--- src/rtl/srbl_pkg.sv ---
// Shared types and constants of the branch log likelihood accumulator.
package srbl_pkg;

  localparam int MAX_STATES = 4;
  localparam int LANES      = 4;
  localparam int LANE_LIMIT = (MAX_STATES < LANES) ? MAX_STATES : LANES;

  localparam logic [30:0] ONE_Q30   = 31'd1073741824;
  localparam logic [31:0] LN2_Q30   = 32'd744261118;
  localparam logic [31:0] LOG2E_Q16 = 32'd94548;
  localparam logic [3:0]  EXP_TERMS = 4'd8;
  localparam logic [3:0]  LOG_LAST  = 4'd15;

  // Reciprocals for the series divide: ceil(2^s / n), exact below 2^31
  localparam logic [31:0] RECIP_1 = 32'h8000_0000;
  localparam logic [31:0] RECIP_3 = 32'hAAAA_AAAB;
  localparam logic [31:0] RECIP_5 = 32'hCCCC_CCCD;
  localparam logic [31:0] RECIP_7 = 32'h9249_2493;

  localparam logic signed [48:0] ACC_MAX = 49'sh0_7FFF_FFFF_FFFF;
  localparam logic signed [48:0] ACC_MIN = -ACC_MAX - 49'sd1;

  typedef enum logic [2:0] {
    REG_NUM_STATES = 3'd0,
    REG_LAMBDA_0   = 3'd1,
    REG_LAMBDA_1   = 3'd2,
    REG_LAMBDA_2   = 3'd3,
    REG_LAMBDA_3   = 3'd4
  } cfg_idx_t;

  typedef logic [LANES-1:0][23:0] lam_arr_t;

  typedef struct packed {
    logic [23:0] branch_length;
    logic        is_tip;
    logic        is_root;
    logic [31:0] partial_0;
    logic [31:0] partial_1;
    logic [31:0] partial_2;
    logic [31:0] partial_3;
    logic        last_node;
  } in_item_t;

  typedef struct packed {
    logic signed [47:0] log_likelihood;
    logic               invalid;
  } out_item_t;

  // One classified node as it waits between front and back.
  typedef struct packed {
    logic [23:0]            len;
    logic                   tip;
    logic                   root;
    logic                   last;
    logic                   zsum;
    logic [2:0]             n;
    logic [33:0]            sum;
    logic [LANES-1:0][31:0] partial;
  } node_t;

  typedef struct packed {
    logic        start;
    logic [63:0] dividend;
    logic [34:0] divisor;
  } div_req_t;

  typedef struct packed {
    logic        done;
    logic [63:0] quot;
  } div_rsp_t;

endpackage

--- src/rtl/srbl_front.sv ---
// Front end: takes a node beat, sums the active partials and classifies it.
module srbl_front (
  input  logic             in_valid,
  output logic             in_ready,
  input  srbl_pkg::in_item_t in_data,
  input  logic [2:0]       num_states,
  input  logic             q_full,
  output logic             q_push,
  output srbl_pkg::node_t  q_entry
);
  import srbl_pkg::*;

  logic [2:0]             n_use;
  logic [33:0]            sum;
  logic [LANES-1:0][31:0] parts;

  assign parts = {in_data.partial_3, in_data.partial_2, in_data.partial_1, in_data.partial_0};
  assign n_use = (num_states > 3'(LANE_LIMIT)) ? 3'(LANE_LIMIT) : num_states;

  always_comb begin
    sum = '0;
    for (int s = 0; s < LANES; s++) begin
      if (3'(s) < n_use) sum = sum + {2'b00, parts[s]};
    end
  end

  assign in_ready = !q_full;
  assign q_push   = in_valid && in_ready;

  always_comb begin
    q_entry.len     = in_data.branch_length;
    q_entry.tip     = in_data.is_tip;
    q_entry.root    = in_data.is_root;
    q_entry.last    = in_data.last_node;
    q_entry.zsum    = (sum == '0);
    q_entry.n       = n_use;
    q_entry.sum     = sum;
    q_entry.partial = parts;
  end

endmodule

--- config.mk ---
export PLATFORM = sky130hd
export DESIGN_NAME = srbl_front
export DESIGN_NICKNAME = d
export VERILOG_FILES = /design/src/rtl/srbl_pkg.sv /design/src/rtl/srbl_front.sv
export SDC_FILE = /design/constraint.sdc
export NUM_CORES = 1
export LEC_CHECK = 0
export ABC_AREA = 1
export BUFFER_PORTS_ARGS = -buffer_cell sky130_fd_sc_hd__buf_2
export CAP_MARGIN = 15
export CORE_MARGIN = 5
export CORE_UTILIZATION = 45
export DETAILED_ROUTE_END_ITERATION = 12
export GPL_TIMING_DRIVEN = 1
export PLACE_DENSITY = 0.8
export SYNTH_ARGS = -nofsm -noshare
export SYNTH_HDL_FRONTEND = slang
export SYNTH_SLANG_ARGS = --single-unit
--- constraint.sdc ---
create_clock -name vclk -period 10.3
set_input_delay 2.06 -clock vclk [all_inputs]
set_output_delay 2.06 -clock vclk [all_outputs]
set_load 0.005 [all_outputs]
==> results of run 1 <==
timing repair:
item                                    in CTS  in global routing
endpoints found under the setup margin       1                 13
pin swaps                                    0                 52
buffers inserted                             0                 20
gates resized for setup                      3                250
cloned                                       0                  3
critical path: cells and delay by family:
| kind | cells | cell delay (ns) |
|---|---|---|
| and+or+nand+nor | 23 | 2.40 |
| buffers and inverters | 9 | 1.04 |
| adders and majority gates | 3 | 1.00 |
| AOI/OAI and AO/OA | 7 | 1.28 |
| xor gates and xnor gates | 1 | 0.21 |
layout make-up:
| class | instances | area (um^2) |
|---|---|---|
| repair buffers | 378 | 2160 |
| inverters | 232 | 875 |
| multi-input cells | 1235 | 7740 |
| well taps | 265 | 332 |
| fillers | 2053 | 8420 |
logic make-up (layout without fill, tap and decap cells):
logic type	after synthesis	count (layout)	synth area share, %
XOR/XNOR	36	36	3.78
buffers and inverters	411	610	24.1
multiplexers	1	1	0.112
adder cells (fa/ha/maj)	98	98	14.0
AND/OR/NAND/NOR	827	827	40.7
AO/OA/AOI/OAI	273	273	17.3
cells in the final DEF (no fill, tap or decap), types with 3 or more instances in the layout:
cell type                  synthesis  final
sky130_fd_sc_hd__a21o_1           23     23
sky130_fd_sc_hd__xor2_1           18     17
sky130_fd_sc_hd__o21ai_2           3     13
sky130_fd_sc_hd__nor3_2            0      5
sky130_fd_sc_hd__nand3_2           5     11
sky130_fd_sc_hd__xnor2_2           1      3
sky130_fd_sc_hd__buf_6             1      3
sky130_fd_sc_hd__a21boi_0          6      3
sky130_fd_sc_hd__buf_4           156     70
sky130_fd_sc_hd__nor3_4            0      3
sky130_fd_sc_hd__nand3_1         126    120
sky130_fd_sc_hd__ha_2              0     13
sky130_fd_sc_hd__buf_2            12    301
sky130_fd_sc_hd__xor2_2            2      3
sky130_fd_sc_hd__and2_1            7      6
sky130_fd_sc_hd__nor2_1          156    125
sky130_fd_sc_hd__nor2_4            0      7
sky130_fd_sc_hd__o21ai_1          14     33
sky130_fd_sc_hd__a21oi_1         124     81
sky130_fd_sc_hd__nand3b_1         19     19
sky130_fd_sc_hd__nand2_2          21     60
sky130_fd_sc_hd__a31oi_1           8      7
sky130_fd_sc_hd__ha_4              0     21
sky130_fd_sc_hd__inv_1           228    224
sky130_fd_sc_hd__o211ai_1          3      3
sky130_fd_sc_hd__nand2_1         429    389
sky130_fd_sc_hd__ha_1             95     61
sky130_fd_sc_hd__nor3_1           16      8
sky130_fd_sc_hd__nand3_4           3      3
sky130_fd_sc_hd__inv_2             4      7
sky130_fd_sc_hd__nand4_1          13     13
sky130_fd_sc_hd__nor4_4            0      3
sky130_fd_sc_hd__a21oi_2           0     42
sky130_fd_sc_hd__nor2_2            3     27
sky130_fd_sc_hd__xnor2_1          15     13
sky130_fd_sc_hd__o21ai_0          68     38
sky130_fd_sc_hd__or2_2            19     19
sky130_fd_sc_hd__o21bai_1         10      8
path summary, 6_finish.rpt:
check,startpoint,end,slack (ns),depth (start not counted)
max,num_states[2],q_entry[165],0.20,43
min,in_data[130],q_entry[168],4.12,0
stage by stage:
step | cell area, um^2 | instances | setup slack (ns)
2_1_floorplan | 8940 | 1646 | 0.900
4_1_cts | 9930 | 2087 | 0.000879
6_report | 11100 | 2110 | 0.202
5_1_grt | 11100 | 2110 | -0.0800
3_5_place_dp | 9920 | 2087 | -0.151
3_3_place_gp | 9920 | 2087 | -0.178
power groups by stage:
stage          sequential [mW]  combinational, mW  clock (mW)
2_1_floorplan                0              0.853           0
3_3_place_gp                 0               1.23           0
3_5_place_dp                 0               1.23           0
4_1_cts                      0               1.24           0
5_1_grt                      0               1.59           0
6_report                     0               1.44           0
metal layers:
| metal | wire length, um | global-route usage, % | vias up | part of all wire (%) |
|---|---|---|---|---|
| met3 | 2870 | 2.18 | 71 | 7.6 |
| met5 | 0 | 0 | - | 0 |
| met2 | 17800 | 52.1 | 532 | 47 |
| met4 | 1190 | 7.66 | 0 | 3.2 |
| met1 | 15800 | 40.1 | 5151 | 42 |
| li1 | - | - | 5578 | - |
==> impl_metrics.yaml, run 1 <==
finish:
  syn2layout_area_growth_pct: 24.2
  design.final.nets: 2105
  number_of_clock_buffers_in_the_layout: 0
  drive_gt1_share_pct: 34.7
  finalCoreUtilization_pct: 56.9
  ff_latch_count: 0
  insertedDiodeCount: 0
  final-seq-area_um2: 0
sta:
  finalSetupViolCount: 0
  min_period_over_period_pct: 98.0
  max_slew.worst_pin.slew_ns: 0.722
  timing.final.hold_violations: 0
  slew_headroom_pct: 51.8
  fin_setup_tns_ns: 0
  fmax_mhz: 99.0
  final_max_slew_viol_count: 0
  finalWorstPathRequiredPeriod_ns: 10.10
  fin_hold_ws_ns: 4.12
placement:
  post_detail_place_hpwl_mm: 31.7
  place_congestion: 0.984
  buffers_on_ports: 301
critical_path:
  setup.worst_path.class: "input pin to primary output"
  cp_data_required_time_ns: 8.24
  crit_path_top_delay_cell: "sky130_fd_sc_hd__ha_2"
  critPathCaptureType: "primary output"
  worst_path_most_repeated_cell: "sky130_fd_sc_hd__nand2_1"
  worst_path_largest_cell_delay_ns: 0.39
  critPathArrivalTime_ns: 8.04
  timing.critical_path.fanout_max: 7
  critical_path.startpoint_type: "input pin"
die:
  overall_die_area_um2: 22800
  die_w_um: 151
  floorplan.rows: 51
  initial_utilization_pct: 45.8
  die_h_um: 151
  core_um2: 19500
  design.portCount: 355
pwr:
  power.share.clock_pct: 0
  p_sw_share_pct: 59.9
  peak_supply_drop_v: 0.0000474
  leakage_power_figure_nw: 6.11
  power_per_unit_of_standard_cell_area_nw_per_um2: 129
  net-switching-power_mw: 0.861
  p_total_mw: 1.44
  share_comb_of_total_power_pct: 100.0
  pwr-share-seq_pct: 0
  internal-power_mw: 0.576
routing:
  drcViolationCount: 0
  vias_per_cell: 5.37
  ant_nets: 0
  routed_wl_mm: 37.6
  first_iter_violations: 785
  dr_total_vias: 11300
  post_drt_wl_per_cell_um: 17.8
  detail_route.first_pass.iterations: 7
yosys:
  syn_nets: 1904
  synth_seq_area_share_pct: 0
  synth.largest_area_cell: "sky130_fd_sc_hd__nand2_1"
  netlist.area_leader.share_pct: 18.0
  yosys_warnings: 0
  post_synth_instance_area_um2: 8940
  post_synth_num_cell_types: 50
  synthesis.area_per_instance_um2: 5.43
  synthCells: 1646
  ys_top_cells_by_area: "sky130_fd_sc_hd__nand2_1 18%, sky130_fd_sc_hd__ha_1 13%, sky130_fd_sc_hd__buf_4 13%"
  post_synth_most_frequent_cells: "429 x sky130_fd_sc_hd__nand2_1, 228 x sky130_fd_sc_hd__inv_1, 156 x sky130_fd_sc_hd__buf_4, 156 x sky130_fd_sc_hd__nor2_1, 126 x sky130_fd_sc_hd__nand3_1"
  yosysMostFrequentCell: "sky130_fd_sc_hd__nand2_1"
run:
  max_cap_violations: 0
global_route:
  groute.usage.overall_pct: 30.0
  wire_length_of_the_first_global_routing_pass_mm: 54.2
  maximum_number_of_pins_on_one_net_before_global_route_repair: 57
  grt_antenna_before_repair: 0
  grt_pass1_vias: 10400
  globalRoute.totalOverflow: 0
hold_path:
  worstHoldPathType: "input pin to primary output"
clock_network:
  hold_fix_buffer_count_after_cts: 0
run_status:
  result_of_the_run: "finished clean"
No activity file was read; power rests on OpenSTA's default activity.
==> run 2: changes to the inputs <==
Settings changed: CORE_MARGIN 5 to 2.
==> run 2 against run 1 <==
  * Setup slack improved by 0.048 ns
  * Non-clock buffer count fell by 30
  * Global-route usage rose by 1.3 points
  * Critical path depth fell by 4
  * Sequential cell count did not move
  * Die area fell by 7.8%
  * Core utilization fell by 4.4 points
  * Largest power group unchanged
  * Highest routed layer unchanged
==> impl_metrics.yaml, run 2 (synthesis gave the netlist of run 1 again) <==
critical_path:
  setup.worst_path.class: "input pin to primary output"
  critPathCaptureType: "primary output"
  critPathArrivalTime_ns: 7.99
  cp_data_required_time_ns: 8.24
  critical_path.top_delay_family: "simple AND/OR/NAND/NOR gates"
  worst_path_most_repeated_cell: "sky130_fd_sc_hd__nor2_1"
  worst-path-buf-inv: 7
  crit_path_top_delay_cell: "sky130_fd_sc_hd__ha_2"
  worst_path_largest_cell_delay_ns: 0.38
  timing.critical_path.fanout_max: 26
  critical_path.startpoint_type: "input pin"
finish:
  layout.cells.most_common_list: "416 x sky130_fd_sc_hd__nand2_1, 301 x sky130_fd_sc_hd__buf_2, 228 x sky130_fd_sc_hd__inv_1, 146 x sky130_fd_sc_hd__nor2_1, 124 x sky130_fd_sc_hd__nand3_1"
  syn2layout_area_growth_pct: 14.3
  fillerInstances: 2059
  most_common_library_cell_in_the_layout_ignoring_fill_and_taps: "sky130_fd_sc_hd__nand2_1"
  design.final.nets: 2075
  drive_gt1_share_pct: 26.8
  ff_latch_count: 0
  number_of_clock_buffers_in_the_layout: 0
  final-seq-area_um2: 0
  final-instance-count-excl-fill: 2082
global_route:
  groute.usage.overall_pct: 31.2
  grt_antenna_before_repair: 2
  grt_pass1_vias: 10400
  wire_length_of_the_first_global_routing_pass_mm: 54.0
  globalRoute.totalOverflow: 0
  maximum_number_of_pins_on_one_net_before_global_route_repair: 39
pwr:
  share_comb_of_total_power_pct: 100.0
  internal-power_mw: 0.502
  p_sw_share_pct: 61.2
  net-switching-power_mw: 0.790
  leakage_power_figure_nw: 5.89
  pwr-share-seq_pct: 0
  power_per_unit_of_standard_cell_area_nw_per_um2: 126
  power.share.clock_pct: 0
  peak_supply_drop_v: 0.0000355
sta:
  fin_setup_tns_ns: 0
  rsz0062_at_grt: "true"
  finalSetupViolCount: 0
  min_period_over_period_pct: 97.6
  final_max_slew_viol_count: 0
  timing.final.hold_violations: 0
  fmax_mhz: 99.5
  slew_headroom_pct: 54.8
  max_slew.worst_pin.slew_ns: 0.678
  finalWorstPathRequiredPeriod_ns: 10.05
die:
  floorplan.rows: 51
  design.portCount: 355
  core_um2: 19500
  overall_die_area_um2: 21000
  initial_utilization_pct: 45.9
  die_w_um: 145
  die_h_um: 145
placement:
  dpl.cell_count: 2074
  place_congestion: 1.01
  post_detail_place_hpwl_mm: 30.8
  buffers_on_ports: 301
routing:
  vias_per_cell: 5.40
  routed_wl_mm: 34.9
  ant_nets: 0
  drcViolationCount: 0
  detail_route.first_pass.iterations: 6
  first_iter_violations: 883
  post_drt_wl_per_cell_um: 16.8
  dr_total_vias: 11200
clock_network:
  hold_fix_buffer_count_after_cts: 0
hold_path:
  worstHoldPathType: "input pin to primary output"
run:
  max_cap_violations: 0
run_status:
  result_of_the_run: "finished clean"
## run 2: cell count changes in the layout (fill, tap and decap cells not counted), moves of 5 or more
cell	change
sky130_fd_sc_hd__a21oi_1	+29
sky130_fd_sc_hd__a21oi_2	-30
sky130_fd_sc_hd__buf_4	-24
sky130_fd_sc_hd__ha_1	+23
sky130_fd_sc_hd__ha_2	-6
sky130_fd_sc_hd__ha_4	-17
sky130_fd_sc_hd__nand2_1	+27
sky130_fd_sc_hd__nand2_2	-27
sky130_fd_sc_hd__nor2_1	+21
sky130_fd_sc_hd__nor2_2	-16
sky130_fd_sc_hd__nor2_4	-5
sky130_fd_sc_hd__o21ai_0	+10
sky130_fd_sc_hd__o21ai_1	-6
## run 2: path summary, 6_finish.rpt
path	start	endpoint	slack, ns	depth (start not counted)
setup / recovery	num_states[1]	q_entry[165]	0.25	39
hold / removal	in_data[130]	q_entry[168]	4.12	0
## run 2: power groups by stage
stage / Clock, mW / Combinational (mW) / Sequential, mW
floorplan: 0 / 0.853 / 0
global placement: 0 / 1.19 / 0
detailed placement: 0 / 1.20 / 0
CTS: 0 / 1.21 / 0
global route: 0.0000000260 / 1.43 / 0
finish: 0.0000000260 / 1.29 / 0
## run 2: final cells by class
cell class / count / area, um^2 / area share, %
Multi-Input combinational cell: 1235 / 7130 / 69.9
Timing Repair Buffer: 348 / 1870 / 18.3
Tap cell: 265 / 332 / 3.25
Inverter: 232 / 871 / 8.53
Antenna cell: 2 / 5.00 / 0.0490
## run 2: routing by layer
metal	track usage [%]	vias to the layer above	routed length (um)
met1	40.0	5076	14900
met3	2.58	78	2440
met5	0	-	0
met2	56.1	534	16500
li1	-	5548	-
met4	8.32	0	1130
## run 2: stage by stage
step / util [%] / area, um^2 / power, mW / hold slack (ns) / setup slack [ns]
after floorplan: - / 8940 / 0.853 / 4.15 / 0.900
after global placement: 50.5 / 9820 / 1.19 / 4.12 / -0.298
after detailed placement: 50.5 / 9820 / 1.20 / 4.12 / -0.274
after CTS: 50.7 / 9860 / 1.21 / 4.12 / 0.0247
after global routing: 52.5 / 10200 / 1.43 / 4.12 / -0.226
final: 52.5 / 10200 / 1.29 / 4.12 / 0.250
## run 2: timing repair
action                     in CTS  in global routing
buffers inserted                1                  5
pin swaps                       1                  9
hold endpoints to repair        0                  0
gates cloned                    0                  0
resized for setup               6                 95
setup endpoints to repair       1                  9
==> run 3: changes to the inputs <==
Settings changed: ABC_AREA 1 to unset, PLACE_DENSITY 0.8 to 0.81.
==> run 3 against run 2 <==
  * The flow now finishes with violations (setup timing)
  * Total power increased by 79%
  * Routed wire length up 17%
  * Cell count up 1.2%
  * Clock-buffer cell count unchanged
  * First-iteration DRC count grew 21%
  * Final area increased by 39%
  * Combinational power is 80% higher
  * Synthesized cell count is 22% lower
  * Setup slack got worse by 1.7 ns
  * Via count rose by 13%
  * Sequential cell count stayed put
  * Critical path type unchanged
  * Critical endpoint unchanged
==> impl_metrics.yaml, run 3 <==
die:
  overall_die_area_um2: 20200
  design.portCount: 355
  die_h_um: 142
  initial_utilization_pct: 45.8
  core_um2: 18700
  floorplan.rows: 50
  die_w_um: 142
routing:
  dr_total_vias: 12700
  routed_wl_mm: 40.8
  ant_nets: 0
  drcViolationCount: 0
  first_iter_violations: 1069
  post_drt_wl_per_cell_um: 19.4
  vias_per_cell: 6.04
  detail_route.first_pass.iterations: 6
critical_path:
  setup.worst_path.class: "input pin to primary output"
  worst_path_largest_cell_delay_ns: 0.52
  cp_data_required_time_ns: 8.24
  critPathCaptureType: "primary output"
  crit_path_top_delay_cell: "sky130_fd_sc_hd__or4_4"
  critPathArrivalTime_ns: 9.65
  worst_path_most_repeated_cell: "sky130_fd_sc_hd__ha_4"
  critical_path.startpoint_type: "input pin"
  timing.critical_path.fanout_max: 5
placement:
  post_detail_place_hpwl_mm: 29.3
  post-place-ws_ns: -1.48
  buffers_on_ports: 301
  place_congestion: 1.04
sta:
  fin_setup_tns_ns: -7.46
  max_slew.worst_pin.slew_ns: 0.763
  fmax_mhz: 85.4
  slew_headroom_pct: 48.9
  min_period_over_period_pct: 114
  pnr_worst_setup_slack_ns: -1.41
  rsz0062_at_grt: "true"
  finalSetupViolCount: 13
  finalWorstPathRequiredPeriod_ns: 11.71
  timing.final.hold_violations: 0
  final_max_slew_viol_count: 0
finish:
  drive_gt1_share_pct: 54.7
  most_common_library_cell_in_the_layout_ignoring_fill_and_taps: "sky130_fd_sc_hd__buf_4"
  design.final.nets: 2132
  finalCoreUtilization_pct: 75.8
  syn2layout_area_growth_pct: 65.3
  fillerInstances: 1241
  number_of_clock_buffers_in_the_layout: 0
  final-seq-area_um2: 0
  ff_latch_count: 0
  layout.cells.most_common_list: "468 x sky130_fd_sc_hd__buf_4, 288 x sky130_fd_sc_hd__buf_2, 133 x sky130_fd_sc_hd__nand2_1, 79 x sky130_fd_sc_hd__a21oi_1, 68 x sky130_fd_sc_hd__nor2_1"
yosys:
  post_synth_instance_area_um2: 8570
  ys_top_cells_by_area: "sky130_fd_sc_hd__ha_1 14%, sky130_fd_sc_hd__buf_4 14%, sky130_fd_sc_hd__a21oi_1 7.3%"
  yosysMostFrequentCell: "sky130_fd_sc_hd__buf_4"
  yosys_warnings: 0
  synth_seq_area_share_pct: 0
  post_synth_num_cell_types: 77
  synthCells: 1291
  synthesis.area_per_instance_um2: 6.64
  synth.largest_area_cell: "sky130_fd_sc_hd__ha_1"
  netlist.area_leader.share_pct: 13.9
  post_synth_most_frequent_cells: "158 x sky130_fd_sc_hd__buf_4, 141 x sky130_fd_sc_hd__nand2_1, 125 x sky130_fd_sc_hd__a21oi_1, 95 x sky130_fd_sc_hd__ha_1, 90 x sky130_fd_sc_hd__o21ai_0"
  syn_nets: 1549
global_route:
  wire_length_of_the_first_global_routing_pass_mm: 58.2
  grt_pass1_vias: 12200
  grt_antenna_before_repair: 2
  globalRoute.totalOverflow: 0
  maximum_number_of_pins_on_one_net_before_global_route_repair: 52
  groute.usage.overall_pct: 35.4
clock_network:
  hold_fix_buffer_count_after_cts: 0
pwr:
  peak_supply_drop_v: 0.0000855
  power_per_unit_of_standard_cell_area_nw_per_um2: 163
  leakage_power_figure_nw: 7.03
run:
  max_cap_violations: 0
run_status:
  result_of_the_run: "complete, but fails checks"
  violated_checks: "setup timing"
hold_path:
  worstHoldPathType: "input pin to primary output"
==> run 3: cell count changes after synthesis, sizes merged, moves of 14 or more <==
cell / change
a211oi: +14
and2: +34
clkbuf: +34
inv: -192
mux2: +14
nand2: -311
nand2b: +15
nand3: -115
nand3b: -19
nor2: -80
nor3: +16
o21a: +18
or2: -14
xnor2: +32
==> run 3: cell families (layout without fill, tap and decap cells) <==
group           after synthesis  after routing  share of synthesized area, %
compound gates              429            429                          32.5
simple gates                406            407                          23.2
buf+inv                     251            831                          18.1
fa+ha+maj                    99             99                          14.7
xor+xnor                     79             79                          8.07
mux                          27             27                          3.36
other cells                   0              2                             0
==> run 3: path summary, 6_finish.rpt <==
kind	startpoint	endpoint	slack (ns)	cells after the start
worst max-delay path	num_states[2]	q_entry[165]	-1.41	33
worst min-delay path	in_data[135]	q_entry[173]	4.12	0
==> run 3: final cells by class <==
class | instances | area [um^2] | area share, %
antenna | 2 | 5.00 | 0.0353
inverter | 40 | 150 | 1.06
multi-input combinational | 1041 | 8370 | 59.1
tap | 234 | 293 | 2.07
timing repair buffer | 791 | 5350 | 37.8
==> run 3: stage by stage <==
step	hold slack [ns]	total power, mW	std cells	area (um^2)
global route	4.12	2.45	2108	14200
floorplan	4.15	1.00	1291	8810
CTS	4.12	2.02	2086	13400
finish	4.12	2.32	2108	14200
global placement	4.12	1.73	2009	12100
detailed placement	4.12	1.77	2009	12100
==> run 3: per-layer routing <==
layer	vias to the layer above	GRT usage (%)	wire length [um]
li1	5732	-	-
met1	5842	38.2	14400
met2	864	66.2	19800
met3	284	3.53	3200
met4	0	21.5	3390
met5	-	0	0
==> run 3: what timing repair did <==
item                       CTS  global route
buffers inserted            81            32
cloned                       1             0
setup endpoints to repair   13            15
pin swaps                   65            99
resized for setup          140           137
==> run 3: power by group <==
group          internal [mW]     total, mW  leakage, nW  switching (mW)
logic                   1.21          2.32         7.03            1.11
clock network   0.0000000261  0.0000000261    0.0000127               0
registers                  0             0            0               0
==> run 3: critical path: cells and delay by family <==
kind            cells  cell delay, ns
buf+inv             3            0.40
fa+ha+maj           4            1.15
simple gates       13            3.22
xor+xnor            2            0.29
mux                 1            0.30
compound gates     10            2.22
